===== src/rtl/assert_macros.svh =====
// ----------------------------------------------------------------------------
// assert_macros.svh
// Assertion shorthands used by the RGB to YUV 4:2:0 queue.
// ----------------------------------------------------------------------------
`ifndef ASSERT_MACROS_SVH
`define ASSERT_MACROS_SVH

// Condition holds at every clock edge outside reset.
`define ASSERT_ALWAYS(label, clk, rst, cond, msg) \
  label: assert property (@(posedge clk) disable iff (rst) (cond)) else $error(msg);

// Antecedent at one edge implies consequent at the next edge.
`define ASSERT_NEXT(label, clk, rst, ante, cons, msg) \
  label: assert property (@(posedge clk) disable iff (rst) (ante) |=> (cons)) \
    else $error(msg);

`endif


===== src/rtl/rgb2yuv_pkg.sv =====
// ----------------------------------------------------------------------------
// rgb2yuv_pkg
// Types, register indexes and BT.601 coefficients for the RGB to YUV 4:2:0
// converter.
// ----------------------------------------------------------------------------
package rgb2yuv_pkg;

  localparam int MAX_DIM_DEFAULT = 4096;

  // configuration port
  localparam int CFG_DATA_W  = 13;
  localparam int CFG_INDEX_W = 2;
  localparam logic [CFG_INDEX_W-1:0] REG_FRAME_WIDTH  = 2'd0;
  localparam logic [CFG_INDEX_W-1:0] REG_FRAME_HEIGHT = 2'd1;
  localparam logic [CFG_DATA_W-1:0]  FRAME_WIDTH_RESET  = 13'd640;
  localparam logic [CFG_DATA_W-1:0]  FRAME_HEIGHT_RESET = 13'd480;

  // coefficients, unsigned with 16 fractional bits
  localparam int COEF_W = 16;
  localparam int PROD_W = 24;
  localparam logic [COEF_W-1:0] K_YR = 16'd16843;
  localparam logic [COEF_W-1:0] K_YG = 16'd33030;
  localparam logic [COEF_W-1:0] K_YB = 16'd6423;
  localparam logic [COEF_W-1:0] K_UR = 16'd9699;
  localparam logic [COEF_W-1:0] K_UG = 16'd19071;
  localparam logic [COEF_W-1:0] K_UB = 16'd28770;
  localparam logic [COEF_W-1:0] K_VR = 16'd28770;
  localparam logic [COEF_W-1:0] K_VG = 16'd24117;
  localparam logic [COEF_W-1:0] K_VB = 16'd4653;
  localparam logic [PROD_W-1:0] LUMA_OFFSET   = 24'(16) << 16;
  localparam logic [PROD_W-1:0] CHROMA_OFFSET = 24'(128) << 16;

  // queue between front and back
  localparam int QUEUE_DEPTH = 4;

  typedef struct packed {
    logic [7:0] red;
    logic [7:0] green;
    logic [7:0] blue;
  } pixel_t;

  typedef struct packed {
    logic [7:0] luma;
    logic [7:0] chroma_blue;
    logic [7:0] chroma_red;
    logic       chroma_valid;
    logic       frame_last;
  } yuv_t;

  // one classified pixel waiting for the arithmetic
  typedef struct packed {
    pixel_t pix;
    logic   chroma_valid;
    logic   frame_last;
  } job_t;

  typedef struct packed {
    logic full;
    logic empty;
  } q_status_t;

endpackage


===== src/rtl/rgb2yuv_front.sv =====
// ----------------------------------------------------------------------------
// rgb2yuv_front
// Frame size registers and raster position counters; tags each accepted pixel
// with its chroma and end-of-frame flags and pushes it to the queue.
// ----------------------------------------------------------------------------
module rgb2yuv_front #(
  parameter int MAX_DIM = rgb2yuv_pkg::MAX_DIM_DEFAULT
) (
  input  logic                                 clk,
  input  logic                                 rst,
  input  logic                                 cfg_en,
  input  logic [rgb2yuv_pkg::CFG_INDEX_W-1:0]  cfg_index,
  input  logic [rgb2yuv_pkg::CFG_DATA_W-1:0]   cfg_data,
  input  logic                                 in_valid,
  output logic                                 in_stall,
  input  rgb2yuv_pkg::pixel_t                  in_data,
  input  rgb2yuv_pkg::q_status_t               q_status,
  output logic                                 push,
  output rgb2yuv_pkg::job_t                    push_job
);
  import rgb2yuv_pkg::*;

  localparam int CNT_W = (MAX_DIM > 2) ? $clog2(MAX_DIM) : 1;
  localparam int CMP_W = ($clog2(MAX_DIM + 1) > CFG_DATA_W) ? $clog2(MAX_DIM + 1) : CFG_DATA_W;
  localparam logic [CMP_W-1:0] DIM_MIN = CMP_W'(2);
  localparam logic [CMP_W-1:0] DIM_MAX = CMP_W'(MAX_DIM);

  logic [CFG_DATA_W-1:0] frame_width;
  logic [CFG_DATA_W-1:0] frame_height;
  logic [CNT_W-1:0]      column_count;
  logic [CNT_W-1:0]      row_count;
  logic [CNT_W-1:0]      column_count_next;
  logic [CNT_W-1:0]      row_count_next;
  logic [CMP_W-1:0]      width_raw, height_raw, width_eff, height_eff;
  logic [CMP_W-1:0]      column_plus, row_plus;
  logic                  col_end, row_end;

  always_ff @(posedge clk) begin
    if (rst) begin
      frame_width  <= FRAME_WIDTH_RESET;
      frame_height <= FRAME_HEIGHT_RESET;
    end else if (cfg_en) begin
      case (cfg_index)
        REG_FRAME_WIDTH:  frame_width  <= cfg_data;
        REG_FRAME_HEIGHT: frame_height <= cfg_data;
        default: ;
      endcase
    end
  end

  // saturate to 2..MAX_DIM
  always_comb begin
    width_raw  = CMP_W'(frame_width);
    height_raw = CMP_W'(frame_height);
    if (width_raw < DIM_MIN)       width_eff = DIM_MIN;
    else if (width_raw > DIM_MAX)  width_eff = DIM_MAX;
    else                           width_eff = width_raw;
    if (height_raw < DIM_MIN)      height_eff = DIM_MIN;
    else if (height_raw > DIM_MAX) height_eff = DIM_MAX;
    else                           height_eff = height_raw;
  end

  // ">=" covers counters left past the end by a lowered register
  assign column_plus = CMP_W'(column_count) + CMP_W'(1);
  assign row_plus    = CMP_W'(row_count) + CMP_W'(1);
  assign col_end     = column_plus >= width_eff;
  assign row_end     = row_plus >= height_eff;

  always_comb begin
    column_count_next = column_count;
    row_count_next    = row_count;
    if (col_end) begin
      column_count_next = '0;
      row_count_next    = row_end ? '0 : row_plus[CNT_W-1:0];
    end else begin
      column_count_next = column_plus[CNT_W-1:0];
    end
  end

  assign in_stall = q_status.full;
  assign push     = in_valid && !q_status.full;

  always_ff @(posedge clk) begin
    if (rst) begin
      column_count <= '0;
      row_count    <= '0;
    end else if (push) begin
      column_count <= column_count_next;
      row_count    <= row_count_next;
    end
  end

  assign push_job.pix          = in_data;
  assign push_job.chroma_valid = !column_count[0] && !row_count[0];
  assign push_job.frame_last   = col_end && row_end;

endmodule


===== src/rtl/rgb2yuv_queue.sv =====
// ----------------------------------------------------------------------------
// rgb2yuv_queue
// Small FIFO of classified pixels between the front and the arithmetic back.
// ----------------------------------------------------------------------------
module rgb2yuv_queue (
  input  logic                   clk,
  input  logic                   rst,
  input  logic                   push,
  input  rgb2yuv_pkg::job_t      push_job,
  input  logic                   pop,
  output rgb2yuv_pkg::job_t      pop_job,
  output rgb2yuv_pkg::q_status_t q_status
);
  import rgb2yuv_pkg::*;
  `include "assert_macros.svh"

  localparam int PTR_W = $clog2(QUEUE_DEPTH);
  localparam int CNT_W = $clog2(QUEUE_DEPTH + 1);

  job_t             entries [QUEUE_DEPTH];
  logic [PTR_W-1:0] wr_ptr;
  logic [PTR_W-1:0] rd_ptr;
  logic [CNT_W-1:0] count;
  logic             do_push, do_pop;

  assign q_status.full  = count == CNT_W'(QUEUE_DEPTH);
  assign q_status.empty = count == '0;
  assign do_push        = push && !q_status.full;
  assign do_pop         = pop && !q_status.empty;
  assign pop_job        = entries[rd_ptr];

  always_ff @(posedge clk) begin
    if (do_push) begin
      entries[wr_ptr] <= push_job;
    end
  end

  always_ff @(posedge clk) begin
    if (rst) begin
      wr_ptr <= '0;
      rd_ptr <= '0;
      count  <= '0;
    end else begin
      if (do_push) wr_ptr <= wr_ptr + PTR_W'(1);
      if (do_pop)  rd_ptr <= rd_ptr + PTR_W'(1);
      case ({do_push, do_pop})
        2'b10:   count <= count + CNT_W'(1);
        2'b01:   count <= count - CNT_W'(1);
        default: count <= count;
      endcase
    end
  end

  `ASSERT_ALWAYS(a_count_bound, clk, rst, count <= CNT_W'(QUEUE_DEPTH), "queue overfilled")
  `ASSERT_NEXT(a_count_up, clk, rst, !rst && do_push && !do_pop, count == $past(count) + CNT_W'(1), "count did not rise on push")
  `ASSERT_NEXT(a_count_down, clk, rst, !rst && do_pop && !do_push, count == $past(count) - CNT_W'(1), "count did not fall on pop")

endmodule


===== src/rtl/rgb2yuv_back.sv =====
// ----------------------------------------------------------------------------
// rgb2yuv_back
// Two-stage arithmetic: constant products, then sums, floor and output
// register. The whole pipe advances when the output register can take data.
// ----------------------------------------------------------------------------
module rgb2yuv_back (
  input  logic                   clk,
  input  logic                   rst,
  input  rgb2yuv_pkg::q_status_t q_status,
  input  rgb2yuv_pkg::job_t      pop_job,
  output logic                   pop,
  output logic                   out_valid,
  input  logic                   out_stall,
  output rgb2yuv_pkg::yuv_t      out_data
);
  import rgb2yuv_pkg::*;

  logic              advance;
  logic              s1_valid;
  logic              s1_chroma_valid;
  logic              s1_frame_last;
  logic [PROD_W-1:0] p_yr, p_yg, p_yb, p_ur, p_ug, p_ub, p_vr, p_vg, p_vb;
  logic [PROD_W-1:0] luma_sum, cb_sum, cr_sum;

  assign advance = !out_valid || !out_stall;
  assign pop     = advance && !q_status.empty;

  function automatic logic [PROD_W-1:0] kmul(input logic [COEF_W-1:0] k,
                                             input logic [7:0] v);
    kmul = PROD_W'(k) * PROD_W'(v);
  endfunction

  // stage 1: products
  always_ff @(posedge clk) begin
    if (advance) begin
      p_yr <= kmul(K_YR, pop_job.pix.red);
      p_yg <= kmul(K_YG, pop_job.pix.green);
      p_yb <= kmul(K_YB, pop_job.pix.blue);
      p_ur <= kmul(K_UR, pop_job.pix.red);
      p_ug <= kmul(K_UG, pop_job.pix.green);
      p_ub <= kmul(K_UB, pop_job.pix.blue);
      p_vr <= kmul(K_VR, pop_job.pix.red);
      p_vg <= kmul(K_VG, pop_job.pix.green);
      p_vb <= kmul(K_VB, pop_job.pix.blue);
      s1_chroma_valid <= pop_job.chroma_valid;
      s1_frame_last   <= pop_job.frame_last;
    end
  end

  // stage 2: sums stay within 24 bits and chroma never goes negative
  assign luma_sum = p_yr + p_yg + p_yb + LUMA_OFFSET;
  assign cb_sum   = (p_ub + CHROMA_OFFSET) - (p_ur + p_ug);
  assign cr_sum   = (p_vr + CHROMA_OFFSET) - (p_vg + p_vb);

  always_ff @(posedge clk) begin
    if (advance) begin
      out_data.luma         <= luma_sum[23:16];
      out_data.chroma_blue  <= s1_chroma_valid ? cb_sum[23:16] : 8'd0;
      out_data.chroma_red   <= s1_chroma_valid ? cr_sum[23:16] : 8'd0;
      out_data.chroma_valid <= s1_chroma_valid;
      out_data.frame_last   <= s1_frame_last;
    end
  end

  always_ff @(posedge clk) begin
    if (rst) begin
      s1_valid  <= 1'b0;
      out_valid <= 1'b0;
    end else if (advance) begin
      s1_valid  <= pop;
      out_valid <= s1_valid;
    end
  end

endmodule


===== src/rtl/rgb_to_yuv420_converter.sv =====
// ----------------------------------------------------------------------------
// rgb_to_yuv420_converter
// BT.601 studio-range RGB to YUV 4:2:0 converter for raster pixel streams.
// ----------------------------------------------------------------------------
// Takes one pixel per clock unless stalled and returns one result per pixel,
// in order. Luma comes for every pixel; Cb/Cr come on even rows and even
// columns (top-left of each 2x2 block, no averaging) with chroma_valid set, and
// read zero elsewhere. frame_last marks the last pixel of the frame as set by
// frame_width and frame_height (saturated to 2..MAX_DIM; write them only while
// idle; odd sizes run as given). Throughput is one pixel per cycle while
// neither in_stall nor out_stall is high. An input transfer writes the
// four-entry queue; the constant products are loaded from the queue head, and
// the sums from them go into the output register, which raises out_valid.
// in_stall rises only when the queue is full, so the input keeps flowing while
// a result waits on out_stall, until the queue fills.
// ----------------------------------------------------------------------------
module rgb_to_yuv420_converter #(
  parameter int MAX_DIM = rgb2yuv_pkg::MAX_DIM_DEFAULT
) (
  input  logic                                clk,
  input  logic                                rst,
  // configuration writes
  input  logic                                cfg_en,
  input  logic [rgb2yuv_pkg::CFG_INDEX_W-1:0] cfg_index,
  input  logic [rgb2yuv_pkg::CFG_DATA_W-1:0]  cfg_data,
  // pixel input
  input  logic                                in_valid,
  output logic                                in_stall,
  input  rgb2yuv_pkg::pixel_t                 in_data,
  // YUV output
  output logic                                out_valid,
  input  logic                                out_stall,
  output rgb2yuv_pkg::yuv_t                   out_data
);
  import rgb2yuv_pkg::*;

  q_status_t q_status;
  logic      push;
  job_t      push_job;
  logic      pop;
  job_t      pop_job;

  // front: frame registers, raster counters, pixel tagging
  rgb2yuv_front #(
    .MAX_DIM (MAX_DIM)
  ) u_front (
    .clk       (clk),
    .rst       (rst),
    .cfg_en    (cfg_en),
    .cfg_index (cfg_index),
    .cfg_data  (cfg_data),
    .in_valid  (in_valid),
    .in_stall  (in_stall),
    .in_data   (in_data),
    .q_status  (q_status),
    .push      (push),
    .push_job  (push_job)
  );

  // decoupling queue; each side stalls on its own
  rgb2yuv_queue u_queue (
    .clk      (clk),
    .rst      (rst),
    .push     (push),
    .push_job (push_job),
    .pop      (pop),
    .pop_job  (pop_job),
    .q_status (q_status)
  );

  // back: color matrix pipeline and output register
  rgb2yuv_back u_back (
    .clk       (clk),
    .rst       (rst),
    .q_status  (q_status),
    .pop_job   (pop_job),
    .pop       (pop),
    .out_valid (out_valid),
    .out_stall (out_stall),
    .out_data  (out_data)
  );

endmodule


===== config.mk =====
export PLATFORM = sky130hd
export DESIGN_NAME = rgb_to_yuv420_converter
export DESIGN_NICKNAME = d
export VERILOG_FILES = /design/src/rtl/rgb2yuv_pkg.sv /design/src/rtl/rgb2yuv_front.sv /design/src/rtl/rgb2yuv_queue.sv /design/src/rtl/rgb2yuv_back.sv /design/src/rtl/rgb_to_yuv420_converter.sv
export VERILOG_INCLUDE_DIRS = /design/src /design/src/rtl
export SDC_FILE = /design/constraint.sdc
export NUM_CORES = 2
export LEC_CHECK = 0
export BUFFER_PORTS_ARGS = -buffer_cell sky130_fd_sc_hd__buf_2
export CORE_MARGIN = 2
export CORE_UTILIZATION = 59
export DETAILED_ROUTE_END_ITERATION = 8
export PLACE_DENSITY_LB_ADDON = 0.05
export SLEW_MARGIN = 25
export SYNTH_ARGS = -nofsm -noshare
export SYNTH_HDL_FRONTEND = slang
export SYNTH_SLANG_ARGS = --single-unit

===== constraint.sdc =====
create_clock -name clk -period 7.1 [get_ports clk]
set_clock_uncertainty 0.2 [all_clocks]
set_input_delay 0.71 -clock clk [delete_from_list [all_inputs] [get_ports clk]]
set_output_delay 0.71 -clock clk [all_outputs]
set_load 0.05 [all_outputs]

### After elaboration in Yosys (flattened, before gate mapping)

Memories as Yosys holds them, arrays and structs flattened. A register that Yosys moved wholly into a read port is not among the register bits.
Index checks and enable logic that the tools add are counted.
W data, S select, Z words.

* add/sub/neg operators: 15
* multiply operators: 9
* magnitude comparators: 6
* equality and inequality tests: 4
* mux-type cells: 11
* reduce and logical (&&, ||, !) cells: 19

Operators by type and width (number)
* $mul A15 B8 Y23 const A: 4
* $mul A14 B8 Y22 const A: 3
* $mux W13: 4
* $add A23 B24 Y24 const B: 2
* $sub A24 B24 Y24: 2
* $mul A13 B8 Y21 const A: 2
* $add A12 B1 Y13 const B: 2
* $ge A13 B13 Y1: 2
* $gt A13 B13 Y1 const B: 2
* $lt A13 B2 Y1 const B: 2
* $add A22 B23 Y24: 1
* $add A23 B21 Y24: 1
* $add A23 B24 Y24: 1
* $add A24 B21 Y24: 1
* $add A24 B21 Y24 const B: 1
* $mux W12: 2
* $logic_and A1 B1 Y1: 6
* $logic_not A1 Y1: 6
* $pmux W3 S2: 1
* $reduce_and A2 Y1: 3
* $add A2 B1 Y2 const B: 2
* $eq A2 B1 Y1 const B: 2
* $mux W2: 2
* $add A3 B1 Y3 const B: 1
* 8 further kinds: 9

* register bits after elaboration: 287
* bits in writable memories: 104
* bits of input ports: 44
* output and inout port bits: 28
* memories kept: 1

Memories
* u_queue.entries: words 4, width 26, read ports 1, clocked after Yosys merged registers in 1, wr ports 1, RTL line rgb2yuv_queue.sv:20 `job_t entries [QUEUE_DEPTH];`

### Longest topological paths before layout

* depth in word-level cells: 6
* gate-level depth with buffers: 21
* mapped depth without buffers: 20

### By module

From an unflattened synthesis, not the netlist that was laid out.

* cells, all modules: 2858
* area total of the unflattened synthesis: 31684.1 µm²

Modules (own cells, without submodules)
* rgb2yuv_back: times used 1, cells an instance 2253, area each 24093.1 µm²
* rgb2yuv_queue: times used 1, cells an instance 190, area each 4282.9 µm²
* rgb2yuv_front: times used 1, cells an instance 415, area each 3308.2 µm²

### Worst setup path before layout

OpenSTA, ideal clock, no wires.

* path type: input port to flip-flop
* from: in out_stall
* to: reg u_queue.count[2]
* arrival: 7.134 ns
* required time: 6.830 ns
* setup slack: -0.304 ns
* stages: 8
* cell sequence: nand2_1 o31a_1 ha_1 inv_1 fa_1 xor2_1 or3_1 a21oi_1

* word-level cells in the longest chain between the ends: 6

Ends and longest elaborated chain
* start: declaration: RTL line rgb_to_yuv420_converter.sv:32 `input logic out_stall,`
* $logic_not A1 Y1 (*): RTL line rgb2yuv_back.sv:25 `assign advance = !out_valid || !out_stall;`
* $logic_or A1 B1 Y1 (*): RTL line rgb2yuv_back.sv:25
* $logic_and A1 B1 Y1 (*): RTL line rgb2yuv_back.sv:26 `assign pop = advance && !q_status.empty;`
* net pop: RTL line rgb_to_yuv420_converter.sv:40 `logic pop;`
* $logic_and A1 B1 Y1 (*): RTL line rgb2yuv_queue.sv:29 `assign do_pop = pop && !q_status.empty;`
* $eq A2 B1 Y1 / $eq A2 B2 Y1 (equally long branches): RTL line rgb2yuv_queue.sv:46 `case ({do_push, do_pop})`
* $pmux W3 S2 / $reduce_bool A2 Y1 (equally long branches)
* end signal: assignment: RTL line rgb2yuv_queue.sv:47 `2'b10: count <= count + CNT_W'(1);`
* end signal: assignment: RTL line rgb2yuv_queue.sv:48 `2'b01: count <= count - CNT_W'(1);`
* end signal: assignment: RTL line rgb2yuv_queue.sv:49 `default: count <= count;`
* end: declaration: RTL line rgb2yuv_queue.sv:23 `logic [CNT_W-1:0] count;`

Mark *: on every way through the listed nets, which the timed path passes. The rest lies on a longest branch.
A chain may end at the register's enable or synchronous reset.

==> impl_summary.md <==
Run status
The run finished with clean final reports.

Timing
The final number of hold-violating endpoints came to 0. The number of slew-limit violations in the final report is 0. The setup violation total in the final timing report is 0. Setup repair after global routing left no endpoint under its margin. The smallest setup slack after layout is 701 ps.

The worst path uses 90.1% of the clock period. Measured against its own limit, the worst slew margin works out to 34.1%. The worst hold slack across all endpoints is 124 ps. At the pin with the least slew margin, the transition time is 989 ps. Static timing analysis puts the maximum clock frequency at 156 MHz. The worst path needs 6400 ps of the cycle, external delays included. The setup TNS is 0 ps.

Clocking
The H-tree depth is 2. For this design, the CTS-stage hold fixing added 0 buffers. The post-CTS repair timing setup buffer count is 0. Clock latency on the worst-skew pair, taken at its later pin, is 600 ps. The longest clock path from root to sink contains 3 buffers. The clock tree from TritonCTS is yes. The total CTS buffers is 45. The cell chosen for the clock root is clkbuf_16. Clock-pin slew was measured on the worst setup and hold paths at 70 ps. The clock drives 383 sinks. The number of resized instances in the post-cts repair step is 0.

Logic synthesis
Sequential elements use 34.6% of the synthesized area. Synthesis produced a netlist with a net count of 3,618. In the synthesized netlist the dominant register cell turns out to be edfxtp_1. Of all flip-flops after synthesis, the portion carrying an async set or reset was 0%. Synthesis produced a netlist whose cell count is 2,832. Dividing the synthesized area by the synthesized cell count gives 11.1 µm². The post-synthesis register bit count is 383. The mapped netlist covers 0.0315 mm². The Yosys warning count is 0. The synthesized design contains 322 enable-type register cells. The count of cell types in the netlist is 84.

Route
Using the TritonRoute via totals, the vias-per-cell ratio works out to 5.80. After the first detailed-routing iteration, the DRC count stood at 1,183. The wire length per cell is 20.7 µm.

The remaining antenna violation count is 0. The final routed DRC violation total is 0. The total wire length is 75,800 µm.

The pre-antenna-repair detailed-routing pass consisted of 8 iterations. The routed layout has 21,200 vias.

Worst setup path
At the worst endpoint, the required time is 7240 ps. For the worst setup path, the data arrival time is 6540 ps. The capture point of the worst reg-to-reg path is u_back.p_yr[19].

The reg-to-reg setup timing slack is 700 ps. The startpoint-to-endpoint class of the critical path is reg2reg. STA classifies the critical path endpoint as a flop. STA classifies the critical path startpoint as a flop.

The largest fanout on the critical path is 13. Counting cells, the worst reg-to-reg path comes to 16.

Placed design
Once detailed placement completed, the half-perimeter wirelength came to 61,400 µm. The number of buffers added on ports is 71. The pre-CTS setup slack is 708 ps.

The routability-driven placement congestion ratio is 0.913.

Floorplan
The die width is 235 µm. The number of standard-cell rows in the floorplan is 84. The standard cell core area is 0.0527 mm². The initial utilization of the core area, before any placement, comes to 59.7%. The height of the die is 235 µm. The number of ports placed on the die boundary is 72. The floorplan die area is 0.0552 mm².

Global routing
Global routing consumed, over all layers together, 27.8% of the routing resources. The maximum number of pins on one net before global-route repair is 81. The first global-routing pass estimated 119,000 µm of wire. The aggregate global routing overflow is 0.

The number of global-route vias before repair is 21,800. The number of antenna violations at the first check in global routing is 0.

Hold path
The number of cells on the worst hold path is 1. The worst hold path terminates at u_queue.entries[2][24]. The launch instance of the worst min-delay path is in_data[22]. The min-delay analysis places its worst path in the category in2reg.

Final layout
The final antenna diode count is 0. The share of cells above drive strength 1 is 7.41%. Compared with the post-synthesis result, the final layout area differs by 9.17%.

The net total in the final layout is 3,716.

Flow run
The tool flagged a number of max-cap violations equal to 0.
per-layer routing:
layer  vias to the layer above  wire [µm]  GRT usage [%]
met4                         0       2970           10.7
met2                       522      35600           45.9
met1                     10400      33700           37.4
met3                       121       3500           3.92
met5                         -          0              0
li1                      10200          -              -
metrics by stage:
step | instance area, µm² | utilization, % | std cells
2_1_floorplan | 31500 | - | 2832
3_3_place_gp | 32600 | 62.0 | 3571
3_5_place_dp | 32600 | 62.0 | 3571
4_1_cts | 34300 | 65.2 | 3655
5_1_grt | 34300 | 65.2 | 3655
6_report | 34300 | 65.2 | 3655
logic make-up (layout without fill, tap and decap cells):
| group | after synthesis | count (layout) | synth area share, % |
|---|---|---|---|
| multiplexers | 35 | 35 | 2.11 |
| AND/OR/NAND/NOR | 532 | 532 | 8.37 |
| flip-flops | 383 | 383 | 34.6 |
| AO/OA/AOI/OAI | 492 | 492 | 10.2 |
| adder cells (fa/ha/maj) | 742 | 742 | 34.3 |
| buffers and inverters | 483 | 618 | 5.82 |
| XOR/XNOR | 165 | 165 | 4.59 |
sequential cells by signal (all words and copies together) (netlist names), named ones only:
| name | count |
|---|---|
| u_queue.entries | 104 |
| u_back.out_data | 26 |
| u_back.p_yg | 23 |
| u_back.p_ur | 22 |
| u_back.p_vg | 22 |
| u_back.p_ub | 21 |
| u_back.p_ug | 21 |
| u_back.p_vr | 21 |
| u_back.p_yb | 21 |
| u_back.p_yr | 20 |
| u_back.p_vb | 19 |
| u_front.frame_height | 13 |
| u_front.frame_width | 13 |
| u_front.column_count | 12 |
| u_front.row_count | 12 |
| u_queue.count | 3 |
| u_queue.rd_ptr | 2 |
| u_queue.wr_ptr | 2 |
| u_back.out_valid | 1 |
| u_back.s1_chroma_valid | 1 |
| u_back.s1_frame_last | 1 |
| u_back.s1_valid | 1 |
worst max-delay path by stage:
stage,start,end,cells after the start
global route,flop,u_back.p_ug[20],16
finish,flop,u_back.p_yr[19],16
floorplan,flop,u_back.p_ug[20],18
CTS,flop,u_back.p_yr[19],16
global placement,flop,u_back.p_yr[19],16
detailed placement,flop,u_back.p_yr[19],16
critical path, cell delays in order, from the launching register on:
cell,delay (ps)
dfxtp_2,590
mux2_2,380
o21ai_1,460
inv_1,440
ha_1,460
inv_1,170
fa_1,470
fa_1,520
fa_1,560
inv_1,40
ha_1,350
a21oi_1,150
nor2_1,70
o31a_2,320
o31ai_1,320
a21boi_0,220
a311o_1,390
cells in the mapped netlist, drive strengths merged, types with 4 or more instances:
cell	n	area (µm²)
a2111oi	5	50.0
a211o	4	35.0
a211oi	18	150
a21boi	6	45.1
a21o	63	474
a21oi	151	759
a221o	4	40.0
a221oi	8	76.3
a311o	4	40.0
a31o	5	43.8
a31oi	22	150
a41oi	4	35.0
and2	11	68.8
and3	28	175
and3b	4	35.0
and4	7	62.6
buf	10	56.3
clkbuf	21	78.8
dfxtp	61	1220
edfxtp	322	9670
fa	200	4000
ha	542	6780
inv	452	1700
mux2i	9	90.1
mux4	25	563
nand2	166	623
nand2b	36	225
nand3	42	210
nand3b	8	60.1
nand4	20	125
nor2	108	405
nor2b	23	144
nor3	30	150
nor4	13	81.3
o211ai	16	120
o21a	31	233
o21ai	95	483
o21bai	17	128
o221ai	4	35.0
o31a	4	36.3
o31ai	8	60.1
or2	11	68.8
or3	8	50.1
xnor2	111	972
xor2	54	473
placed cells by master, fill, tap and decap left out, types with 62 or more instances in the layout:
master	n
ha_1	542
fa_1	200
edfxtp_1	322
nor2_1	108
xnor2_1	111
a21oi_1	149
inv_1	452
buf_2	71
a21o_1	62
nand2_1	165
o21ai_0	87
area by class of cell:
class / instances / area [µm²]
Timing Repair Buffer: 82 / 438
Fill cell: 4133 / 18300
Multi-Input combinational cell: 1966 / 18800
Clock buffer: 53 / 1190
Sequential cell: 383 / 10900
Clock inverter: 31 / 507
Tap cell: 688 / 861
Inverter: 452 / 1700
Power is not shown: default switching activity piles up to over one toggle a cycle in this logic, so the estimate is an artifact.
